**src/design/gb5_ram.sv**
```systemverilog
// generic single-port-write, registered-read ram
module gb5_ram #(
  parameter int WIDTH = 8,
  parameter int DEPTH = 16
) (
  input  logic                     clk,
  input  logic                     wr_en,
  input  logic [$clog2(DEPTH)-1:0] wr_addr,
  input  logic [WIDTH-1:0]         wr_data,
  input  logic                     rd_en,
  input  logic [$clog2(DEPTH)-1:0] rd_addr,
  output logic [WIDTH-1:0]         rd_data
);

  logic [WIDTH-1:0] mem [DEPTH];

  always_ff @(posedge clk) begin
    if (wr_en) begin
      mem[wr_addr] <= wr_data;
    end
    if (rd_en) begin
      rd_data <= mem[rd_addr];
    end
  end

endmodule

```
**config.mk**
```make
export PLATFORM = sky130hd
export DESIGN_NAME = gb5_ram
export DESIGN_NICKNAME = d
export VERILOG_FILES = /design/src/design/gb5_ram.sv
export SDC_FILE = /design/constraint.sdc
export NUM_CORES = 1
export LEC_CHECK = 0
export BUFFER_PORTS_ARGS = -buffer_cell sky130_fd_sc_hd__buf_2
export CORE_MARGIN = 2
export CORE_UTILIZATION = 60
export CTS_CLUSTER_SIZE = 16
export DETAILED_ROUTE_END_ITERATION = 12
export PLACE_DENSITY = 0.78
export RECOVER_POWER = 25
export SYNTH_ARGS = -nofsm -noshare
export SYNTH_HDL_FRONTEND = slang
export SYNTH_SLANG_ARGS = --single-unit
```
**constraint.sdc**
```tcl
create_clock -name clk -period 4.5 [get_ports clk]
set_input_delay 0.45 -clock clk [delete_from_list [all_inputs] [get_ports clk]]
set_output_delay 0.45 -clock clk [all_outputs]
set_load 0.005 [all_outputs]
```
### Word level (Yosys, flattened, before mapping)

Memories as Yosys holds them, arrays and structs flattened. A register that Yosys moved wholly into a read port is not among the register bits.
Index checks and enable logic that the tools add are counted.

* register bits after elaboration: 0
* RAM bits: 128
* input bits: 19
* output and inout port bits: 8
* word-level logic and storage cells: 3
* memories kept: 1

* muxes and demuxes: 2

Memories
* mem: words 16, bits a word 8, rd ports 1, clocked after Yosys merged registers in 1, wr ports 1, line 15 `logic [WIDTH-1:0] mem [DEPTH];`

Operators with widths (number)
* 1-bit 2-to-1 mux: 2

### Longest topological paths before layout

Gate-level depths: netlist (run 1).

* depth after elaboration: 2
* depth in mapped cells: 5
* gate-level depth less buffers: 3

### Least setup slack after synthesis (run 1)

OpenSTA, ideal clock, no wires.

* path kind: input to register
* from: input wr_addr[2]
* to: memory mem[0][0], enable pin
* setup time: 0.383 ns
* data arrival time: 1.560 ns
* required time: 4.117 ns
* setup slack: 2.557 ns
* stages: 2
* path buffers: 0
* path through: or3b_2 > nor3_1

RTL lines
* from (decl): line 8 `input logic [$clog2(DEPTH)-1:0] wr_addr,`
* to (decl): line 15

Straight into the memory's write port.

==> results.txt, run 1 <==
Pwr Total -> 2870 uW
Fraction of layout cells with a size suffix above 1 -> 26.8%
Sw Ratio -> 21.0%
Core area -> 8590 sq um
RSZ-0062 raised after global routing -> false
Post-synthesis mux area share -> 14.8%
Required @ worst endpoint -> 4.75 ns
Maximum clock path buffer count -> 2
Max incr delay on CP -> 0.79 ns
Most used routing layer -> met2
Most used DFF post-synth -> edfxtp_1
CP Launch Type -> input port
Area delta synth->final -> 14.7%
Largest family of logic cells by synthesized area -> multiplexers
Slew @ Worst Pin -> 1.07 ns
Via Count -> 2477
Final setup vio count -> 0
Synth area leaders -> edfxtp_1 (78%), mux4_2 (7.8%), mux4_1 (7.0%)
Min-delay src -> rd_en
Die W -> 97.3 um
Synth warn -> 0
Final cycle utilization of the critical path -> 46.0%
Part of the power in registers -> 50.0%
Async S/R FF share, synth -> 0%
Post-synthesis sequential area ratio -> 78.1%
Post-route ant nets -> 0
DR vias/cell -> 6.38
TritonRoute pass-1 iters -> 4
Grt met3 use -> 6.47%
Max Slew Vio Count -> 0
Port Buffer Count -> 26
DRC -> 0
CP Class -> input port to register
H-tree depth -> 4
Hold Vio Cnt, Final -> 0
Setup TNS -> 0 ns
Worst r2r src -> mem[8][5]
Internal Pwr Total -> 2270 uW
Launch point of the worst path -> rd_addr[0]
Clock sinks -> 136
Antenna cell count -> 0
Mapped Area -> 5230 sq um
Dpl cell area -> 5430 sq um
Max Fanout on Critical Path -> 32
Post-Synth Simple-Gate Area -> 3.14%
Worst path cell trace -> buf_2, mux4_1, a22oi_1, nand2_1
Post-synth cell types -> 18
Die area -> 9480 sq um
Part of the power in combinational logic -> 4.3%
Post-synth EDFFs -> 136
CTS tree -> yes
Post-layout util -> 69.8%
DR WL/cell -> 26.2 um
Post-layout minimum cycle time -> 2.07 ns
Clk pin slew, worst setup/hold paths -> 0.06 ns
Gp weighted congestion -> 0.733
Clock skew -> 0.00858 ns
DP HPWL -> 5.81 mm
Vias in the first global route -> 2504
Total CTS buffers -> 17
Sw Pwr -> 603 uW
Post-CTS sizing -> 0
Largest net degree at the start of global routing -> 33
Synth Area in Adders -> 0%
Max-slew headroom -> 28.9%
Setup Fix Bufs, Post-CTS -> 0
Crit. End Element -> register
Post-Syn Instances -> 229
Synth cell count leaders -> edfxtp_1 (136), mux4_2 (18), a22oi_1 (16), mux4_1 (14), nor2_1 (13)
Post-route design area -> 5990 sq um
Starting density of the core -> 60.8%
First-pass GRT wire length -> 15.1 mm
Area leader, netlist -> edfxtp_1
Static leakage -> 0.00198 uW
Hold Crit Class -> input port to register
Ports -> 27
Max Cap Violations -> 0
Met1 Usage GRT -> 31.6%
Max VDD drop -> 282 uV
Row count -> 34
Mean area per synthesized cell -> 22.8 sq um
CP max stage cell -> buf_2
Status -> complete, no violations
Pwr/cell area -> 479 nW/um^2
Met2 usage -> 35.6%
Hold Buf Count CTS -> 0
Synth Area in Compound Gates -> 2.30%
Synth top area share -> 78.1%
Clk Latency, worst-skew pair -> 0.51 ns
Max Fclk -> 0.483 GHz
Congestion Overflow GR -> 0
Global-route usage over all layers -> 22.9%
Post-Synth XOR/XNOR Area -> 0%
Synthesized flop and latch total -> 136
Die height -> 97.3 um
Initial antenna violation count -> 0
Mapped Nets -> 248
Iter 0 DRT Violations -> 227
Critical Path AT -> 2.32 ns
Clock network fraction of design power -> 45.7%
Most frequent cell after synthesis -> edfxtp_1
Final net count -> 286
Routed WL -> 10.2 mm
CTS root buf -> clkbuf_8
## final cells by class
cell class                 instances  area (sq um)
multi-input combinational         83          1060
tap                              108           135
clock inverter                    14           149
fill                             499          2600
clock buffer                      18           418
sequential                       136          4080
timing repair buffer              29           146
## state kept, by name (all words and copies together), names as in the netlist
name,count
rd_data,8
mem,128
## cells by family after synthesis
family          Yosys count
compound gates           16
flops                   136
simple gates             35
buf+inv                  10
mux                      32
## cells in the final DEF, fill, tap and decap left out
cell type,synthesis,final
clkbuf_8,0,1
mux4_2,18,18
nor2b_1,1,1
nand2b_1,2,2
nor3_1,4,3
nor3_2,0,1
buf_4,1,3
clkinv_2,0,3
a22oi_1,16,16
buf_2,3,21
nor2_1,13,13
clkbuf_1,0,6
or3b_2,1,1
clkbuf_16,0,16
inv_6,0,2
nand2_1,9,9
and2b_1,1,1
clkinvlp_4,0,4
clkinv_4,0,3
nand3_1,1,1
mux4_1,14,14
nand3b_1,2,2
and2_1,1,1
bufinv_16,0,2
edfxtp_1,136,136
## layer usage
layer	part of all wire [%]	wire (um)	up-vias
li1	-	-	1060
met1	40	4100	1279
met3	7.0	715	11
met2	51	5180	127
met5	0	0	-
met4	1.5	155	0
## worst paths after layout
check | slack, ns | cells after the start | to
worst min register to register | 0.74 | 3 | rd_data[2]
worst max-delay path | 2.43 | 4 | rd_data[1]
worst min-delay path | 0.31 | 1 | rd_data[3]
worst max register to register | 2.97 | 3 | rd_data[5]
## per-stage QoR
| step | hold WS (ns) | setup slack [ns] | instances |
|---|---|---|---|
| 2_1_floorplan | 0.549 | 2.56 | 229 |
| 5_1_grt | 0.293 | 2.35 | 388 |
| 3_5_place_dp | 0.734 | 1.90 | 356 |
| 6_report | 0.310 | 2.43 | 388 |
| 4_1_cts | 0.297 | 2.41 | 388 |
| 3_3_place_gp | 0.724 | 1.92 | 356 |
## critical path, delay by kind of cell
family | cells | cell delay, ns
compound gates | 1 | 0.28
buf+inv | 1 | 0.79
mux | 1 | 0.68
simple gates | 1 | 0.11
## power groups by stage
stage / logic, uW / registers [uW] / clock network, uW
after floorplan: 72.0 / 1460 / 0
final: 123 / 1440 / 1310
after global placement: 119 / 1460 / 0
after global routing: 133 / 1440 / 1370
after detailed placement: 123 / 1460 / 0
after CTS: 125 / 1440 / 1310
Power figures use the tool's default switching activity.
==> inputs of run 2 (changes only) <==
- ABC_AREA: unset -> 1
- CORE_UTILIZATION: 60 -> 55
- PLACE_DENSITY: 0.78 -> 0.75
- clock period: 4.5 -> 1.75 ns (I/O delays scaled with it)
==> run 2 against run 1 <==
  * Final cell count is 91% higher
  * Hold slack got worse by 0.20 ns
  * Synthesized cell count grew 140%
  * First-iteration DRC count increased by 54%
  * Critical endpoint is now rd_data[4]
  * Highest routed layer unchanged
==> results.txt, run 2 <==
Sw Ratio -> 21.2% (was 21.0%)
Final net count -> 614 (was 286)
Vias in the first global route -> 3807 (was 2504)
Largest net degree at the start of global routing -> 33 (unchanged)
Most frequent cells in the layout -> nand2_1 (173), edfxtp_1 (136), inv_1 (100), nand3_1 (97), buf_4 (21) (was edfxtp_1 (136), buf_2 (21), mux4_2 (18), a22oi_1 (16), clkbuf_16 (16))
Post-layout minimum cycle time -> 1.26 ns
Worst path cell trace -> buf_2 (was buf_2, mux4_1, a22oi_1, nand2_1)
Area leader, netlist -> edfxtp_1 (unchanged)
Placed cell count -> 712 (was 356)
Die W -> 107 um (was 97.3 um)
Via Count -> 3949 (was 2477)
RSZ-0062 raised after global routing -> false (unchanged)
Final cycle utilization of the critical path -> 72.2%
Max Fanout on Critical Path -> 1 (was 32)
Mapped Nets -> 570 (was 248)
DR WL/cell -> 17.6 um (was 26.2 um)
Crit. End Element -> output port (was register)
Clock sinks -> 136 (unchanged)
Post-route ant nets -> 0 (unchanged)
Post-layout util -> 65.5% (was 69.8%)
Antenna cell count -> 0 (unchanged)
Area delta synth->final -> 15.7% (was 14.7%)
Hold Crit Class -> input port to register (unchanged)
Routed WL -> 13.1 mm (was 10.2 mm)
Most frequent cell after synthesis -> nand2_1 (was edfxtp_1)
Sw Pwr -> 1630 uW (was 603 uW)
Synth cell count leaders -> nand2_1 (173), edfxtp_1 (136), inv_1 (100), nand3_1 (97), nor2_1 (17) (was edfxtp_1 (136), mux4_2 (18), a22oi_1 (16), mux4_1 (14), nor2_1 (13))
Clk Latency, worst-skew pair -> 0.52 ns (was 0.51 ns)
Post-route design area -> 6770 sq um (was 5990 sq um)
Setup TNS -> 0 ns (unchanged)
CP Launch Type -> register (was input port)
Status -> complete, no violations (unchanged)
DR vias/cell -> 5.32 (was 6.38)
Fraction of layout cells with a size suffix above 1 -> 12.2% (was 26.8%)
Post-synth EDFFs -> 136 (unchanged)
Internal Pwr Total -> 6090 uW (was 2270 uW)
Hold slack -> 0.110 ns (was 0.310 ns)
CP max stage cell -> edfxtp_1 (was buf_2)
Multi-input logic area -> 1210 sq um (was 1060 sq um)
Part of the power in combinational logic -> 5.7% (was 4.3%)
Row count -> 37 (was 34)
H-tree depth -> 4 (unchanged)
Critical Path AT -> 1.09 ns (was 2.32 ns)
Async S/R FF share, synth -> 0% (unchanged)
Synth top area share -> 69.8% (was 78.1%)
TritonRoute pass-1 iters -> 4 (unchanged)
Max incr delay on CP -> 0.41 ns (was 0.79 ns)
Required @ worst endpoint -> 1.57 ns (was 4.75 ns)
Setup Fix Bufs, Post-CTS -> 0 (unchanged)
Register area -> 4080 sq um (unchanged)
First-pass GRT wire length -> 20.2 mm (was 15.1 mm)
Synth area leaders -> edfxtp_1 (70%), nand2_1 (11%), nand3_1 (8.3%) (was edfxtp_1 (78%), mux4_2 (7.8%), mux4_1 (7.0%))
FILL cells -> 779 (was 499)
Gp weighted congestion -> 0.855 (was 0.733)
Maximum clock path buffer count -> 2 (unchanged)
Global-route usage over all layers -> 24.6% (was 22.9%)
CTS tree -> yes (unchanged)
Max Slew Vio Count -> 0 (unchanged)
Port Buffer Count -> 26 (unchanged)
CTS root buf -> clkbuf_8 (unchanged)
Final setup vio count -> 0 (unchanged)
Family with the most delay on the worst path -> flip-flops (was buffers and inverters)
Static leakage -> 0.00292 uW (was 0.00198 uW)
DRC -> 0 (unchanged)
CP Class -> register to output port (was input port to register)
Congestion Overflow GR -> 0 (unchanged)
Worst Path Buf+Inv -> 1 (unchanged)
Starting density of the core -> 56.6% (was 60.8%)
Regs by FF count -> mem: 128 flops, rd_data: 8 flops (unchanged)
Max Fclk -> 0.791 GHz
Most common cell after layout, fill and taps aside -> nand2_1 (was edfxtp_1)
Core area -> 10300 sq um (was 8590 sq um)
Max VDD drop -> 603 uV (was 282 uV)
Pwr/cell area -> 1140 nW/um^2 (was 479 nW/um^2)
Clock skew -> 0.00491 ns (was 0.00858 ns)
Clock network fraction of design power -> 46.4% (was 45.7%)
Max reg flops -> 128 (unchanged)
Most used DFF post-synth -> edfxtp_1 (unchanged)
Post-synthesis sequential area ratio -> 69.8% (was 78.1%)
Initial antenna violation count -> 0 (unchanged)
Synthesized flop and latch total -> 136 (unchanged)
Clk pin slew, worst setup/hold paths -> 0.06 ns (about the same)
Fin cells -> 742 (was 388)
Hold Vio Cnt, Final -> 0 (unchanged)
Dpl cell area -> 6180 sq um (was 5430 sq um)
Max Cap Violations -> 0 (unchanged)
Post-synth cell types -> 11 (was 18)
Die height -> 107 um (was 97.3 um)
Mapped Area -> 5850 sq um (was 5230 sq um)
Largest reg by FF count -> mem (unchanged)
Total CTS buffers -> 17 (unchanged)
Hold Buf Count CTS -> 0 (unchanged)
Max-slew headroom -> 41.3% (was 28.9%)
DP HPWL -> 8.05 mm (was 5.81 mm)
Slew @ Worst Pin -> 0.880 ns (was 1.07 ns)
Synth warn -> 0 (unchanged)
Post-CTS sizing -> 0 (unchanged)
Die area -> 11500 sq um (was 9480 sq um)
Iter 0 DRT Violations -> 350 (was 227)
Post-Syn Instances -> 551 (was 229)
Mean area per synthesized cell -> 10.6 sq um (was 22.8 sq um)
Part of the power in registers -> 47.8% (was 50.0%)
Ports -> 27 (unchanged)
==> run 2: metrics by stage <==
step	setup slack, ns	total power [uW]
global placement	0.289	4190
detailed placement	0.250	4200
global route	0.450	7950
finish	0.486	7720
floorplan	0.624	4010
CTS	0.464	7750
==> run 2: routing by layer <==
metal	GRT usage (%)	vias to the layer above	share of wire, %
li1	-	1867	-
met1	31.9	1871	40
met2	38.7	184	50
met3	6.50	27	7.6
met4	11.7	0	2.3
met5	0	-	0
==> run 2: worst register-to-register path: cells and delay by family, from the launching register on <==
kind | cells | cell delay [ns]
and+or+nand+nor | 5 | 0.49
DFF | 1 | 0.38
buffers and inverters | 1 | 0.07
==> run 2: worst paths after layout <==
kind              start  depth (start not counted)  slack (ns)         end
min reg2reg  mem[10][6]                          6        0.73  rd_data[6]
max          rd_data[4]                          1        0.49  rd_data[4]
min          wr_data[3]                          1        0.11   mem[1][3]
max reg2reg   mem[1][0]                          6        0.55  rd_data[0]
==> run 2: power groups by stage <==
stage / clock [uW] / combinational (uW) / sequential, uW
3_5_place_dp: 0 / 442 / 3760
5_1_grt: 3760 / 491 / 3700
4_1_cts: 3610 / 446 / 3690
2_1_floorplan: 0 / 257 / 3760
6_report: 3590 / 444 / 3690
3_3_place_gp: 0 / 431 / 3760
==> run 2: cell families (layout without fill, tap and decap cells) <==
family                 count (synthesis)  count (layout)  synth area share (%)
buffers and inverters                126             181                  9.39
and+or+nand+nor                      289             289                  20.8
DFF                                  136             136                  69.8
==> run 2: final cells by class <==
class                           count  area share (%)
Multi-Input combinational cell    289            17.9
Timing Repair Buffer               49            4.73
Clock buffer                       17            6.12
Tap cell                          136            2.51
Clock inverter                     13            2.68
Inverter                          102            5.66
Sequential cell                   136            60.4
==> inputs of run 3 (changes only) <==
- CORE_UTILIZATION: 55 -> 60
- PLACE_DENSITY: 0.75 -> 0.78
- clock period: 1.75 -> 1.2 ns (I/O delays scaled with it)
==> run 3 against run 2 <==
  * The run now ends with negative setup slack left
  * First-iteration DRC count grew 67%
  * Clock power rose by 25%
  * Sequential power grew 46%
  * Design area is 0.46% higher
  * Hold slack barely moved
  * Setup slack lost 0.50 ns
  * Global-route usage increased by 2.9 points
  * Register-to-register slack got worse by 0.50 ns
  * Routed wire length up 3.4%
  * Flip-flop and latch count is the same
  * Count of clock-buffer cells in the layout increased by 2
==> results.txt, run 3 (same netlist as run 2, synthesis figures left out) <==
H-tree depth -> 4 (unchanged)
Clk Latency, worst-skew pair -> 0.53 ns (was 0.52 ns)
Setup Fix Bufs, Post-CTS -> 0 (unchanged)
Clock skew -> 0.00870 ns (was 0.00491 ns)
Most frequent cells in the layout -> nand2_1 (173), edfxtp_1 (136), inv_1 (100), nand3_1 (93), buf_4 (22) (was nand2_1 (173), edfxtp_1 (136), inv_1 (100), nand3_1 (97), buf_4 (21))
Max Slew Vio Count -> 0 (unchanged)
Die W -> 103 um (was 107 um)
Clock sinks -> 136 (unchanged)
Post-layout util -> 70.9% (was 65.5%)
FILL cells -> 645 (was 779)
CP Launch Type -> register (unchanged)
Part of the power in combinational logic -> 6.5% (was 5.7%)
CP max stage cell -> edfxtp_1 (unchanged)
Initial antenna violation count -> 0 (unchanged)
Required @ worst endpoint -> 1.08 ns (was 1.57 ns)
Max Fclk -> 0.823 GHz
Dpl cell area -> 6230 sq um (was 6180 sq um)
Antenna cell count -> 0 (unchanged)
Register area -> 4080 sq um (unchanged)
Core area -> 9590 sq um (was 10300 sq um)
Max-slew headroom -> 44.2% (was 41.3%)
Final WS setup -> -0.0153 ns (was 0.486 ns)
CTS root buf -> clkbuf_8 (unchanged)
CP Class -> register to output port (unchanged)
Iter 0 DRT Violations -> 584 (was 350)
Die height -> 103 um (was 107 um)
Part of the power in registers -> 51.1% (was 47.8%)
Sw Ratio -> 21.8% (was 21.2%)
Final setup vio count -> 2 (was 0)
Clk pin slew, worst setup/hold paths -> 0.06 ns (about the same)
Largest reg by FF count -> mem (unchanged)
Hold Vio Cnt, Final -> 0 (unchanged)
Max Cap Violations -> 0 (unchanged)
DRC -> 0 (unchanged)
Via Count -> 4089 (was 3949)
Ports -> 27 (unchanged)
Static leakage -> 0.00294 uW (was 0.00292 uW)
Post-route design area -> 6800 sq um (was 6770 sq um)
FF-to-FF path depth -> 6 (unchanged)
Pwr/cell area -> 1550 nW/um^2 (was 1140 nW/um^2)
Gp weighted congestion -> 0.873 (was 0.855)
Post-layout minimum cycle time -> 1.22 ns
Internal Pwr Total -> 8250 uW (was 6090 uW)
Clock network fraction of design power -> 42.4% (was 46.4%)
Maximum clock path buffer count -> 2 (unchanged)
R2r setup slk -> 0.05 ns (was 0.55 ns)
Sw Pwr -> 2300 uW (was 1630 uW)
Family with the most delay on the worst path -> flip-flops (unchanged)
Routed WL -> 13.5 mm (was 13.1 mm)
Final net count -> 623 (was 614)
Multi-input logic area -> 1230 sq um (was 1210 sq um)
DR WL/cell -> 18.0 um (was 17.6 um)
DR vias/cell -> 5.46 (was 5.32)
Slew @ Worst Pin -> 0.837 ns (was 0.880 ns)
Crit. End Element -> output port (unchanged)
Post-route ant nets -> 0 (unchanged)
Vias in the first global route -> 3883 (was 3807)
Max reg flops -> 128 (unchanged)
Pwr Total -> 10600 uW (was 7720 uW)
Fraction of layout cells with a size suffix above 1 -> 12.3% (was 12.2%)
Area delta synth->final -> 16.3% (was 15.7%)
Pre-CTS setup slack -> -0.119 ns (was 0.250 ns)
Port Buffer Count -> 26 (unchanged)
Total CTS buffers -> 17 (unchanged)
First-pass GRT wire length -> 20.6 mm (was 20.2 mm)
Worst Path Buf+Inv -> 1 (unchanged)
CTS tree -> yes (unchanged)
Worst hold stages -> 4 (was 1)
Worst path cell trace -> buf_2 (unchanged)
CP Depth -> 1 (unchanged)
Failing checks -> negative setup slack
Starting density of the core -> 60.9% (was 56.6%)
Row count -> 36 (was 37)
DP HPWL -> 8.18 mm (was 8.05 mm)
Max VDD drop -> 973 uV (was 603 uV)
Congestion Overflow GR -> 0 (unchanged)
RSZ-0062 raised after global routing -> true (was false)
Final cycle utilization of the critical path -> 101%
Regs by FF count -> mem: 128 flops, rd_data: 8 flops (unchanged)
Status -> complete, but fails checks (was complete, no violations)
Largest net degree at the start of global routing -> 33 (unchanged)
Global-route usage over all layers -> 27.5% (was 24.6%)
Most common cell after layout, fill and taps aside -> nand2_1 (unchanged)
TritonRoute pass-1 iters -> 5 (was 4)
Critical Path AT -> 1.10 ns (was 1.09 ns)
Die area -> 10600 sq um (was 11500 sq um)
Max incr delay on CP -> 0.42 ns (was 0.41 ns)
Hold Crit Class -> input port to register (unchanged)
Max Fanout on Critical Path -> 1 (unchanged)
==> run 3: cell type report <==
type / count / share of cell area (%)
sequential: 136 / 60.1
multi-input combinational: 289 / 18.1
timing repair buffer: 58 / 6.22
clock buffer: 19 / 6.20
inverter: 102 / 5.63
tap: 133 / 2.45
clock inverter: 12 / 1.27
==> run 3: power groups by stage <==
stage          combinational (uW)  clock (uW)  sequential (uW)
3_3_place_gp                  639           0             5480
3_5_place_dp                  657           0             5480
6_report                      686        4480             5390
2_1_floorplan                 375           0             5480
4_1_cts                       678        4480             5390
5_1_grt                       754        4670             5390
==> run 3: layer usage <==
metal	global-route usage, %	share of wire, %
met1	36.2	39
met2	42.4	49
met3	8.75	9.0
met4	12.4	3.2
met5	0	0
==> run 3: through the flow <==
| step | cells | TNS, ns | hold WS (ns) |
|---|---|---|---|
| floorplan | 551 | 0 | 0.219 |
| global placement | 713 | -0.560 | 0.507 |
| detailed placement | 713 | -0.806 | 0.506 |
| CTS | 749 | -0.0930 | 0.00126 |
| global route | 749 | -0.152 | 0.118 |
| finish | 749 | -0.0217 | 0.110 |
==> run 3: worst paths after layout <==
kind,startpoint,endpoint
max reg2reg,mem[7][6],rd_data[6]
min,rd_addr[3],rd_data[6]
min reg2reg,mem[9][6],rd_data[6]
max,rd_data[6],rd_data[6]
==> run 3: tightest hold or removal path: stages <==
cell	delay, ns
buf_2	0.10
buf_4	0.17
nand3_1	0.09
nand2_1	0.05
==> run 3: repair_timing <==
item	CTS	global route
gates resized for setup	0	4
pin swaps	0	0
hold endpoints to repair	50	0
hold buffers	5	0
endpoints found under the setup margin	4	7
